`config.mk`:
```
export PLATFORM = sky130hd
export DESIGN_NAME = fbpa_cfg
export DESIGN_NICKNAME = d
export VERILOG_FILES = /design/src/design/fbpa_pkg.sv /design/src/design/fbpa_cfg.sv
export SDC_FILE = /design/constraint.sdc
export NUM_CORES = 1
export LEC_CHECK = 0
export BUFFER_PORTS_ARGS = -buffer_cell sky130_fd_sc_hd__buf_2
export CAP_MARGIN = 20
export CORE_UTILIZATION = 35
export CTS_CLUSTER_DIAMETER = 50
export DETAILED_ROUTE_END_ITERATION = 8
export HOLD_SLACK_MARGIN = 0.08
export PLACE_DENSITY = 0.93
export SYNTH_ARGS = -nofsm -noshare
export SYNTH_HDL_FRONTEND = slang
export SYNTH_SLANG_ARGS = --single-unit
```
`constraint.sdc`:
```
create_clock -name clock -period 2.4 [get_ports clock]
set_clock_uncertainty 0.15 [all_clocks]
set_input_delay 0 -clock clock [delete_from_list [all_inputs] [get_ports clock]]
set_output_delay 0 -clock clock [all_outputs]
set_load 0.1 [all_outputs]
```
`src/design/fbpa_pkg.sv`:
```
// Package for the fixed block pool allocator.
// Holds shared constants (defaults, register map, response status codes) and the sequencer state type.
// No dependencies.
package fbpa_pkg;

   // Default pool size limit and block count after reset
   localparam int MAX_BLOCKS_DEFAULT = 1024;
   localparam int RESET_COUNT        = 1024;

   // Configuration port
   localparam int CSR_ADDR_WIDTH  = 3;
   localparam int CSR_DATA_WIDTH  = 32;
   localparam int CFG_COUNT_WIDTH = 11;
   localparam logic REG_BLOCK_COUNT = 1'b0;

   // Response status codes
   localparam logic [1:0] STATUS_OK    = 2'd0;
   localparam logic [1:0] STATUS_OOM   = 2'd1;
   localparam logic [1:0] STATUS_RANGE = 2'd2;
   localparam logic [1:0] STATUS_FREED = 2'd3;

   // Request sequencer states
   typedef enum logic [1:0] {
      ST_IDLE = 2'b01,
      ST_EXEC = 2'b10
   } state_type;

endpackage

```
`src/design/fbpa_cfg.sv`:
```
// Configuration registers of the block pool allocator (APB-style port).
// Holds the clamped block count and flags a pool re-initialization. Uses fbpa_pkg.
module fbpa_cfg #(
   parameter int MAX_BLOCKS = fbpa_pkg::MAX_BLOCKS_DEFAULT,
   localparam int CW = $clog2(MAX_BLOCKS + 1)
) (
   input  logic                                clock,
   input  logic                                reset,
   input  logic                                psel,
   input  logic                                penable,
   input  logic                                pwrite,
   input  logic [fbpa_pkg::CSR_ADDR_WIDTH-1:0] paddr,
   input  logic [fbpa_pkg::CSR_DATA_WIDTH-1:0] pwdata,
   output logic [fbpa_pkg::CSR_DATA_WIDTH-1:0] prdata,
   output logic                                pready,
   output logic [CW-1:0]                       block_count,
   output logic                                reinit
);

   localparam int RESET_COUNT_EFF =
      (fbpa_pkg::RESET_COUNT > MAX_BLOCKS) ? MAX_BLOCKS : fbpa_pkg::RESET_COUNT;

   logic [CW-1:0] block_count_ff;
   logic [CW-1:0] block_count_in;
   logic          reinit_ff;
   logic          reg_write;
   logic [fbpa_pkg::CFG_COUNT_WIDTH-1:0] raw_count;

   assign pready    = 1'b1;
   assign reg_write = psel && penable && pwrite && (paddr[2] == fbpa_pkg::REG_BLOCK_COUNT);
   assign raw_count = pwdata[fbpa_pkg::CFG_COUNT_WIDTH-1:0];

   // Clamp the written count to 1..MAX_BLOCKS
   always_comb begin
      priority if (raw_count == '0) begin
         block_count_in = CW'(1);
      end else if (32'(raw_count) > 32'(MAX_BLOCKS)) begin
         block_count_in = CW'(MAX_BLOCKS);
      end else begin
         block_count_in = CW'(raw_count);
      end
   end

   // Hold the register and pulse re-initialization on a write
   always_ff @(posedge clock) begin
      if (reset) begin
         block_count_ff <= CW'(RESET_COUNT_EFF);
         reinit_ff      <= 1'b0;
      end else begin
         reinit_ff <= reg_write;
         if (reg_write) begin
            block_count_ff <= block_count_in;
         end
      end
   end

   // Read back
   assign prdata = (paddr[2] == fbpa_pkg::REG_BLOCK_COUNT) ?
                   fbpa_pkg::CSR_DATA_WIDTH'(block_count_ff) : '0;

   assign block_count = block_count_ff;
   assign reinit      = reinit_ff;

endmodule

```
---- Word level (Yosys, flattened, before mapping) ----
Cells that the tools add are included.
storage, ports and cells
  register bits ........................... 12
  input bits .............................. 40
  output and inout bits ................... 45
  word-level logic and storage cells ...... 11
operators by class
  magnitude comparators ................... 1
  multiplexer cells ....................... 3
  bitwise gates (word level) .............. 1
  reductions and logical operators ........ 4
operators with widths
  kind                                                    number
  11-bit two-way mux                                      3
  11-bit greater-than comparator (second input constant)  1
  11-bit logical NOT                                      1
  1-bit logical AND                                       3
  1-bit inverter                                          1

---- Depth between registers and ports, before layout ----
Gate-level depths: netlist of the first run.
  depth after elaboration ................. 3
  mapped depth ............................ 4
  mapped depth without buffers ............ 3

---- Worst setup path before layout of the first run ----
No wires, ideal clock.
  path type ............................... register to output
  start point ............................. reg block_count_ff[0], in the netlist block_count[0]
  end point ............................... out prdata[0] (netlist name)
  data arrival time ....................... 2.408 ns
  slack ................................... -0.158 ns
  cell stages (with the launch flop) ...... 2
  path buffers ............................ 0
  cells stage by stage .................... dfxtp_1 > nor2b_1
between the ends
  longest elaborated chain between the ends .. 1
ends and longest elaborated chain
  item                    line            RTL
  start, declared         fbpa_cfg.sv:23  logic [CW-1:0] block_count_ff;
  start signal, assigned  fbpa_cfg.sv:47  block_count_ff <= CW'(RESET_COUNT_EFF);
  start signal, assigned  fbpa_cfg.sv:52  block_count_ff <= block_count_in;
  11-bit two-way mux      fbpa_cfg.sv:58  assign prdata = (paddr[2] == fbpa_pkg::REG_BLOCK_COUNT) ?
  end, declared           fbpa_cfg.sv:14  output logic [fbpa_pkg::CSR_DATA_WIDTH-1:0] prdata,
Every way passes these cells.

---- Final worst setup path of the first run ----
  start point ............................. in pwdata[10] (netlist name)
  end point ............................... reg block_count_ff[3], in the netlist block_count[3]
between the ends
  longest elaborated chain between the ends .. 3
ends and longest elaborated chain
  item                            line            RTL
  start, declared                 fbpa_cfg.sv:13  input logic [fbpa_pkg::CSR_DATA_WIDTH-1:0] pwdata,
  11-bit greater-than comparator  fbpa_cfg.sv:37  end else if (32'(raw_count) > 32'(MAX_BLOCKS)) begin
  11-bit two-way mux              fbpa_cfg.sv:37
  11-bit two-way mux *            fbpa_cfg.sv:35  priority if (raw_count == '0) begin
Mark *: on every way between the ends. The rest lies on a longest branch, timed or not.
A chain may end at the register's enable or synchronous reset.

==> results of run 1 <==
[state kept, by name, indices dropped and copies added (netlist names)]
name	flops
reinit	1
block_count	11
[per-layer routing]
layer	share of wire	vias to the layer above	wire length, um
met5	0	-	0
li1	-	387	-
met1	0.43	365	853
met2	0.50	44	1000
met4	0.0050	0	10
met3	0.070	2	140
[power by group]
part	total, W	leakage (nW)	internal (W)	switching (W)
logic	0.000253	0.470	0.0000380	0.000215
registers	0.000204	0.0970	0.000202	0.00000198
clock network	0.000160	0.0210	0.0000920	0.0000681
total	0.000617	0.588	0.000332	0.000285
[critical path: stages]
cell and delay, ps:
sky130_fd_sc_hd__dlygate4sd3_1 560, sky130_fd_sc_hd__buf_2 170, sky130_fd_sc_hd__nand3b_1 150, sky130_fd_sc_hd__dlygate4sd3_1 570
sky130_fd_sc_hd__a21oi_1 150, sky130_fd_sc_hd__dlygate4sd3_1 560
[cells in the mapped netlist, types with 2 or more instances]
master                     count  area, um^2
sky130_fd_sc_hd__a21o_1        2        15.0
sky130_fd_sc_hd__a21oi_1      10        50.1
sky130_fd_sc_hd__buf_4        22         165
sky130_fd_sc_hd__clkbuf_1      2        7.51
sky130_fd_sc_hd__conb_1        2        7.51
sky130_fd_sc_hd__dfxtp_1      12         240
sky130_fd_sc_hd__nand2_1       9        33.8
sky130_fd_sc_hd__nand3b_1      9        67.6
sky130_fd_sc_hd__nor2_1        3        11.3
sky130_fd_sc_hd__nor2b_1      10        62.6
[metrics by stage]
| stage | hold slack, ps | instance area [um^2] | utilization | power [W] |
|---|---|---|---|---|
| 5_1_grt | 211 | 1220 | 0.621 | 0.000636 |
| 4_1_cts | 181 | 1220 | 0.621 | 0.000613 |
| 3_5_place_dp | 139 | 872 | 0.445 | 0.000439 |
| 2_1_floorplan | 13.8 | 832 | - | 0.000444 |
| 3_3_place_gp | 138 | 872 | 0.445 | 0.000438 |
| 6_report | 176 | 1220 | 0.621 | 0.000617 |
[worst max path at each step]
| stage | to | startpoint | slack (ps) |
|---|---|---|---|
| 5_1_grt | block_count[1]$_SDFFE_PP0P_ | paddr[2] | 170 |
| 3_5_place_dp | block_count[0]$_SDFFE_PP0P_ | paddr[2] | 940 |
| 2_1_floorplan | prdata[0] | block_count[0]$_SDFFE_PP0P_ | 300 |
| 3_3_place_gp | block_count[0]$_SDFFE_PP0P_ | paddr[2] | 1000 |
| 4_1_cts | block_count[8]$_SDFFE_PP0P_ | paddr[2] | 330 |
| 6_report | block_count[3]$_SDFFE_PP0P_ | pwdata[10] | 290 |
[cell usage in the layout (no fill, tap or decap), drive strengths merged]
cell type    synthesis  routed
a211oi               1       1
a21o                 2       2
a21oi               10      10
and2b                1       1
and4b                1       1
buf                 24      39
clkbuf               2       4
conb                 2      22
dfxtp               12      12
dlygate4sd3          0      31
nand2                9       9
nand3                1       1
nand3b               9       9
nand4b               1       1
nor2                 3       3
nor2b               10      10
nor3                 1       1
nor4                 1       1
[logic make-up after synthesis]
family          Yosys count
compound gates           13
buf+inv                  26
simple gates             37
other cells               2
flops                    12
[cell type report]
cell class | instances | area (um^2) | share of cell area
well taps | 27 | 33.8 | 0.0277
flip-flops and latches | 12 | 240 | 0.197
repair buffers | 70 | 505 | 0.415
multi-input cells | 72 | 403 | 0.331
clock buffers | 4 | 36.3 | 0.0298
[timing repair]
| item | CTS | global route |
|---|---|---|
| endpoints found under the hold margin | 12 | 0 |
| hold buffers | 31 | 0 |
| buffers inserted | 0 | 0 |
==> run summary, run 1 <==
• result of the run: complete, no violations
• R2R cell count: 3
• post-DR wirelength/cell: 10.8 um
• ports placed on the boundary: 85
• proportion of layout cells with a drive suffix above 1: 0.342
• final antenna diode count: 0
• final number of setup-violating endpoints: 0
• worst reg2reg setup slack: 870 ps
• DRC: 0
• TritonCTS buffer count: 3
• startpoint of the worst register-to-register path: block_count[0]$_SDFFE_PP0P_
• DRC marker count from the first detailed-route iteration: 7
• buffers from clock root to sink, at most: 2
• part of the Yosys area used for sequential elements: 0.328
• busiest layer in global routing: met2
• number of fillers in the final layout: 178
• Overflow after GRT: 0
• Ys Warns: 0
• Setup crit start kind: input port
• hold wc startpoint: pwrite
• Synth Area in Compound Gates: 0.106
• minimum period implied by the final worst setup slack: 2110 ps
• final slew viol count: 0
• worst hold-check path type: in -> reg
• actual transition at the worst max-transition pin: 501 ps
• area delta synth->final: 66.5%
• max-cap viol count: 0
• die height: 47.7 um
• TritonCTS clock tree: yes
• minimum setup slack after placement: 936 ps
• capturing element type of the critical path: flop
• total routing resource utilization after global routing: 0.190
• proportion of register bits with asynchronous set or reset after synthesis: 0
• RSZ-0062 raised after global routing: no
• x dimension of the die: 47.7 um
• Antenna Violating Nets Remaining: 0
• final hold violation count: 0
• capture instance of the worst register-to-register path: block_count[0]$_SDFFE_PP0P_
• first-pass GRT wire length: 3070 um
• total core area: 1960 um^2
• IR Drop Worst-Case VDD: 0.000320 V
• number of gates resized after CTS: 0
• number of cells in the design after placement: 150
• sum of negative setup slack: 0 ps
• worst hold path stage count: 3
• syn avg cell area: 8.13 um^2
• cell at the root of the clock tree: sky130_fd_sc_hd__clkbuf_4
• Leak Pwr: 0.588 nW
• wirelength, routed: 2000 um
• worst-path fanout max: 10
• number of nets in the layout: 199
• global-route met3 utilization: 0.0453
• clk slew on worst S/H paths: 80 ps
• via density per instance: 4.31
• Synth Instances: 90
• end of the worst hold path: reinit$_SDFF_PP0_
• final critical-path setup slack: 289 ps
• post-route insts no fill: 185
• maximum operating frequency: 474 MHz
• count of unique library cells instantiated by Yosys: 19
• final weighted congestion in routability-driven placement: 0.672
• largest net degree at the start of global routing: 14
• Port Buffers: 39
• Tcrit/Tclk final: 0.880
• number of synthesized register bits: 12
• Synth Cell Area: 732 um^2
• adder and majority gate portion of the synthesized area: 0
• critical path arrival: 2170 ps
• worst slew slack as a fraction of its limit: 0.664
• proportion of synthesized area in mux cells: 0
• grt met2 use: 0.332
• length of the first detailed-routing pass in iterations: 4
• number of sinks on the clock net: 12
• clock insertion delay at the later pin of the skew report: 260 ps
• area share of and/or/nand/nor cells after synthesis: 0.297
• post-detailed-placement half-perimeter wirelength: 1220 um
• maximum level of the CTS H-tree: 1
• critical path start-end classification: in -> reg
• via count of the first global-routing pass: 722
• PwrDens: 506 nW/um^2
• dominant combinational cell family by area after synthesis: simple AND/OR/NAND/NOR gates
• Initial Util: 0.373
• GR Util met1: 0.231
• via count of the routed design: 798
• xor and xnor area share after synthesis: 0
• required time worst endpoint: 2460 ps
• most instantiated flip-flop cell in the synthesis netlist: sky130_fd_sc_hd__dfxtp_1
• Die Footprint: 2280 um^2
• number of placement rows: 16
• number of flops mapped to enable cells by yosys: 0
• antenna violations before repair: 0
(Power assumes the default switching activity.)
==> run 2, diff against run 1 <==
==> constraint.sdc (replaced) <==
create_clock -name clock -period 2.7 [get_ports clock]
set_clock_uncertainty 0.15 [all_clocks]
set_input_delay 0 -clock clock [delete_from_list [all_inputs] [get_ports clock]]
set_output_delay 0 -clock clock [all_outputs]
set_load 0.1 [all_outputs]
==> run summary, run 2 (synthesized netlist as in run 1, its figures left out) <==
• clock insertion delay at the later pin of the skew report: 260 ps
• minimum setup slack after placement: 1270 ps
• RSZ-0062 raised after global routing: no
• minimum period implied by the final worst setup slack: 2120 ps
• Overflow after GRT: 0
• TritonCTS buffer count: 3
• cell at the root of the clock tree: sky130_fd_sc_hd__clkbuf_4
• post-CTS setup-driven buffer insertion count: 0
• buffers from clock root to sink, at most: 2
• switching part of the total: 0.482
• max-cap viol count: 0
• capturing element type of the critical path: flop
• critical path arrival: 2170 ps
• most common cell after layout, fill and taps aside: sky130_fd_sc_hd__buf_2
• via count of the routed design: 789
• critical path start-end classification: in -> reg
• final core utilization: 0.601
• ports placed on the boundary: 85
• antenna violations before repair: 0
• number of placement rows: 16
• proportion of layout cells with a drive suffix above 1: 0.274
• IR Drop Worst-Case VDD: 0.000248 V
• grt met2 use: 0.376
• largest net degree at the start of global routing: 14
• post-route insts no fill: 184
• Setup crit start kind: input port
• first-pass GRT wire length: 2940 um
• worst hold-check path type: in -> reg
• via density per instance: 4.29
• GR Util met1: 0.194
• DRC marker count from the first detailed-route iteration: 10
• final antenna diode count: 0
• Antenna Violating Nets Remaining: 0
• x dimension of the die: 47.7 um
• highest-count cells in the layout ignoring fill and taps: sky130_fd_sc_hd__buf_2, sky130_fd_sc_hd__dlygate4sd3_1, sky130_fd_sc_hd__conb_1, sky130_fd_sc_hd__dfxtp_1
• Flop pwr share: 0.355
• final hold violation count: 0
• # hold bufs at CTS: 31
• Leak Pwr: 0.579 nW
• number of sinks on the clock net: 12
• Initial Util: 0.373
• global-route met3 utilization: 0.0340
• area delta synth->final: 61.2%
• via count of the first global-routing pass: 711
• total net switching power: 0.000245 W
• required time worst endpoint: 2750 ps
• total core area: 1960 um^2
• wirelength, routed: 2040 um
• clk slew on worst S/H paths: 70 ps
• max FFs per register: 11
• clock group share of total power: 0.206
• PwrDens: 432 nW/um^2
• number of cells in the design after placement: 150
• sum of negative setup slack: 0 ps
• internal power summed over all cells: 0.000264 W
• DRC: 0
• final weighted congestion in routability-driven placement: 0.665
• TritonCTS clock tree: yes
• maximum level of the CTS H-tree: 1
• final slew viol count: 0
• Combinational Power Share: 0.439
• final critical-path setup slack: 582 ps
• maximum operating frequency: 472 MHz
• length of the first detailed-routing pass in iterations: 6
• worst-path fanout max: 10
• worst slew slack as a fraction of its limit: 0.635
• post-detailed-placement half-perimeter wirelength: 1120 um
• post-DR wirelength/cell: 11.1 um
• final number of setup-violating endpoints: 0
• busiest layer in global routing: met2
• die height: 47.7 um
• result of the run: complete, no violations
• Tcrit/Tclk final: 0.784
• actual transition at the worst max-transition pin: 544 ps
• total routing resource utilization after global routing: 0.187
• Die Footprint: 2280 um^2
• number of nets in the layout: 199
• Port Buffers: 39
• number of gates resized after CTS: 0
-- run 2: cell count changes in the layout (fill, tap and decap cells not counted) --
cell,previous run,this run
sky130_fd_sc_hd__nor2b_1,0,10
sky130_fd_sc_hd__nor2b_2,10,0
sky130_fd_sc_hd__clkbuf_8,1,0
-- run 2: metal layers --
metal,share of wire,vias to the layer above
met5,0,-
met4,0,0
met3,0.049,0
met2,0.58,28
met1,0.37,371
li1,-,390
-- run 2: through the flow --
step | hold slack, ps | power [W] | area (um^2)
final | 200 | 0.000510 | 1180
after global routing | 243 | 0.000534 | 1180
after CTS | 172 | 0.000512 | 1180
after detailed placement | 138 | 0.000389 | 847
after global placement | 136 | 0.000388 | 847
after floorplan | 13.8 | 0.000393 | 807
-- run 2: power groups by stage --
stage | sequential, W | clock [W] | combinational, W
after floorplan | 0.000204 | 0 | 0.000188
after global placement | 0.000185 | 0 | 0.000203
after detailed placement | 0.000185 | 0 | 0.000204
after CTS | 0.000181 | 0.000110 | 0.000221
after global routing | 0.000181 | 0.000119 | 0.000233
final | 0.000181 | 0.000105 | 0.000224
-- run 2: critical path, cell delays in order --
cell                            delay (ps)
sky130_fd_sc_hd__dlygate4sd3_1         540
sky130_fd_sc_hd__buf_2                 170
sky130_fd_sc_hd__nand3b_1              160
sky130_fd_sc_hd__dlygate4sd3_1         580
sky130_fd_sc_hd__a21oi_1               150
sky130_fd_sc_hd__dlygate4sd3_1         580
-- run 2: final cells by class --
| type | instances | area, um^2 |
|---|---|---|
| fillers | 191 | 782 |
| repair buffers | 70 | 505 |
| multi-input cells | 72 | 378 |
| flip-flops and latches | 12 | 240 |
| well taps | 27 | 33.8 |
| clock buffers | 3 | 22.5 |
-- run 2: path summary, 6_finish.rpt --
| check | from | to | slack [ps] | depth (start not counted) |
|---|---|---|---|---|
| setup / recovery | pwdata[10] | block_count[4]$_SDFFE_PP0P_ | 580 | 6 |
| hold / removal | pwrite | reinit$_SDFF_PP0_ | 200 | 3 |
| setup reg to reg | block_count[0]$_SDFFE_PP0P_ | block_count[0]$_SDFFE_PP0P_ | 1240 | 3 |
| hold reg to reg | block_count[10]$_SDFFE_PP1P_ | block_count[10]$_SDFFE_PP1P_ | 340 | 1 |
==> run 3, diff against run 2 <==
--- a/config.mk
+++ b/config.mk
@@ -7,11 +7,11 @@
 export LEC_CHECK = 0
 export BUFFER_PORTS_ARGS = -buffer_cell sky130_fd_sc_hd__buf_2
 export CAP_MARGIN = 20
-export CORE_UTILIZATION = 35
+export CORE_UTILIZATION = 29
 export CTS_CLUSTER_DIAMETER = 50
 export DETAILED_ROUTE_END_ITERATION = 8
 export HOLD_SLACK_MARGIN = 0.08
-export PLACE_DENSITY = 0.93
+export PLACE_DENSITY = 0.83
 export SYNTH_ARGS = -nofsm -noshare
 export SYNTH_HDL_FRONTEND = slang
 export SYNTH_SLANG_ARGS = --single-unit
==> constraint.sdc (replaced) <==
create_clock -name clock -period 1.9 [get_ports clock]
set_clock_uncertainty 0.15 [all_clocks]
set_input_delay 0 -clock clock [delete_from_list [all_inputs] [get_ports clock]]
set_output_delay 0 -clock clock [all_outputs]
set_load 0.1 [all_outputs]
==> run summary, run 3 (synthesized netlist as in run 1, its figures left out) <==
• switching part of the total: 0.464
• final slew viol count: 0
• R2R cell count: 3
• DRC: 0
• wirelength, routed: 2130 um
• capturing element type of the critical path: flop
• CP dominant cell by count: sky130_fd_sc_hd__dlygate4sd3_1
• clock group share of total power: 0.254
• Flop pwr share: 0.326
• ports placed on the boundary: 85
• worst-path fanout max: 11
• buffers from clock root to sink, at most: 2
• Initial Util: 0.319
• capture instance of the worst register-to-register path: block_count[0]$_SDFFE_PP0P_
• clock insertion delay at the later pin of the skew report: 260 ps
• Setup crit start kind: input port
• total routing resource utilization after global routing: 0.165
• ordered list of cells on the worst path: dlygate4sd3_1 > buf_2 > and4b_4 > a21o_1 > a211oi_2 > dlygate4sd3_1
• total net switching power: 0.000366 W
• Die Footprint: 2730 um^2
• length of the first detailed-routing pass in iterations: 4
• minimum period implied by the final worst setup slack: 1840 ps
• Leak Pwr: 0.548 nW
• TritonCTS buffer count: 3
• max-cap viol count: 0
• worst hold path stage count: 4
• proportion of layout cells with a drive suffix above 1: 0.386
• sum of negative setup slack: 0 ps
• Port Buffers: 39
• via count of the routed design: 802
• final number of setup-violating endpoints: 0
• clk slew on worst S/H paths: 80 ps
• final antenna diode count: 0
• largest net degree at the start of global routing: 12
• critical path start-end classification: in -> reg
• hold wc startpoint: pwrite
• number of sinks on the clock net: 12
• number of placement rows: 17
• cell at the root of the clock tree: sky130_fd_sc_hd__clkbuf_4
• startpoint of the worst register-to-register path: block_count[0]$_SDFFE_PP0P_
• worst reg2reg setup slack: 420 ps
• maximum level of the CTS H-tree: 1
• family of cells with the greatest summed delay on the critical path: buffers and inverters
• post-route insts no fill: 181
• total core area: 2300 um^2
• result of the run: complete, no violations
• most common cell after layout, fill and taps aside: sky130_fd_sc_hd__buf_2
• internal power summed over all cells: 0.000424 W
• die height: 52.2 um
• PwrDens: 644 nW/um^2
• Tcrit/Tclk final: 0.968
• TritonCTS clock tree: yes
• number of cells in the design after placement: 153
• DRC marker count from the first detailed-route iteration: 10
• IR Drop Worst-Case VDD: 0.000323 V
• required time worst endpoint: 1960 ps
• worst hold-check path type: in -> reg
• CP max-delay cell: sky130_fd_sc_hd__dlygate4sd3_1
• via density per instance: 4.43
• biggest cell delay along the critical path: 570 ps
• Antenna Violating Nets Remaining: 0
• first-pass GRT wire length: 3410 um
• RSZ-0062 raised after global routing: no
• area delta synth->final: 67.5%
• maximum operating frequency: 544 MHz
• post-DR wirelength/cell: 11.8 um
• post-detailed-placement half-perimeter wirelength: 1340 um
• final hold violation count: 0
• antenna violations before repair: 0
• number of nets in the layout: 194
• critical path arrival: 1900 ps
• end of the worst hold path: reinit$_SDFF_PP0_
• Combinational Power Share: 0.420
• buffer and inverter count on the worst path: 3
• x dimension of the die: 52.2 um
• final weighted congestion in routability-driven placement: 0.737
• via count of the first global-routing pass: 741
• highest-count cells in the layout ignoring fill and taps: sky130_fd_sc_hd__buf_2, sky130_fd_sc_hd__dlygate4sd3_1, sky130_fd_sc_hd__conb_1, sky130_fd_sc_hd__dfxtp_1
• max FFs per register: 11
• Overflow after GRT: 0
## run 3: final cells by class
| type | count | area [um^2] |
|---|---|---|
| multi-input combinational | 72 | 464 |
| sequential | 12 | 240 |
| tap | 28 | 35.0 |
| clock buffer | 4 | 36.3 |
| timing repair buffer | 65 | 450 |
| fill | 205 | 1070 |
## run 3: worst max-delay path by stage
stage	start	endpoint	slack (ps)	cells after the start
after floorplan	block_count[0]$_SDFFE_PP0P_	prdata[0]	100	1
after global placement	paddr[2]	block_count[10]$_SDFFE_PP1P_	650	4
after detailed placement	paddr[2]	block_count[0]$_SDFFE_PP0P_	630	4
after CTS	penable	block_count[0]$_SDFFE_PP0P_	30	6
after global routing	pwdata[5]	block_count[0]$_SDFFE_PP0P_	10	6
final	penable	block_count[0]$_SDFFE_PP0P_	60	6
## run 3: per-layer routing
metal  wire [um]  global-route usage
met2        1070               0.299
met4          10              0.0307
met5           0                   0
met1         917               0.202
met3         130              0.0319
## run 3: tightest hold or removal path, stage by stage
cell and delay (ps):
sky130_fd_sc_hd__buf_2 110, sky130_fd_sc_hd__nand4b_1 140, sky130_fd_sc_hd__buf_4 190, sky130_fd_sc_hd__nor2_1 50
## run 3: stage by stage
step | cell area, um^2 | setup slack, ps | hold WS, ps | total power (W) | util
floorplan | 883 | 102 | 13.8 | 0.000567 | -
global placement | 940 | 653 | 134 | 0.000563 | 0.409
detailed placement | 940 | 633 | 141 | 0.000564 | 0.409
CTS | 1220 | 31.4 | 80.9 | 0.000785 | 0.529
global route | 1230 | 13.0 | 129 | 0.000814 | 0.534
finish | 1230 | 61.4 | 125 | 0.000790 | 0.534
## run 3: repair_timing
| item | 4_1_cts | 5_1_grt |
|---|---|---|
| hold buffers | 24 | 0 |
| endpoints found under the hold margin | 12 | 0 |
| endpoints found under the setup margin | 0 | 10 |
| gates resized for setup | 0 | 3 |
| buffers inserted | 0 | 0 |
## run 3: power groups by stage
stage	registers, W	logic, W	clock network [W]
2_1_floorplan	0.000290	0.000277	0
3_3_place_gp	0.000263	0.000299	0
3_5_place_dp	0.000264	0.000301	0
4_1_cts	0.000258	0.000326	0.000202
5_1_grt	0.000258	0.000343	0.000212
6_report	0.000258	0.000332	0.000200
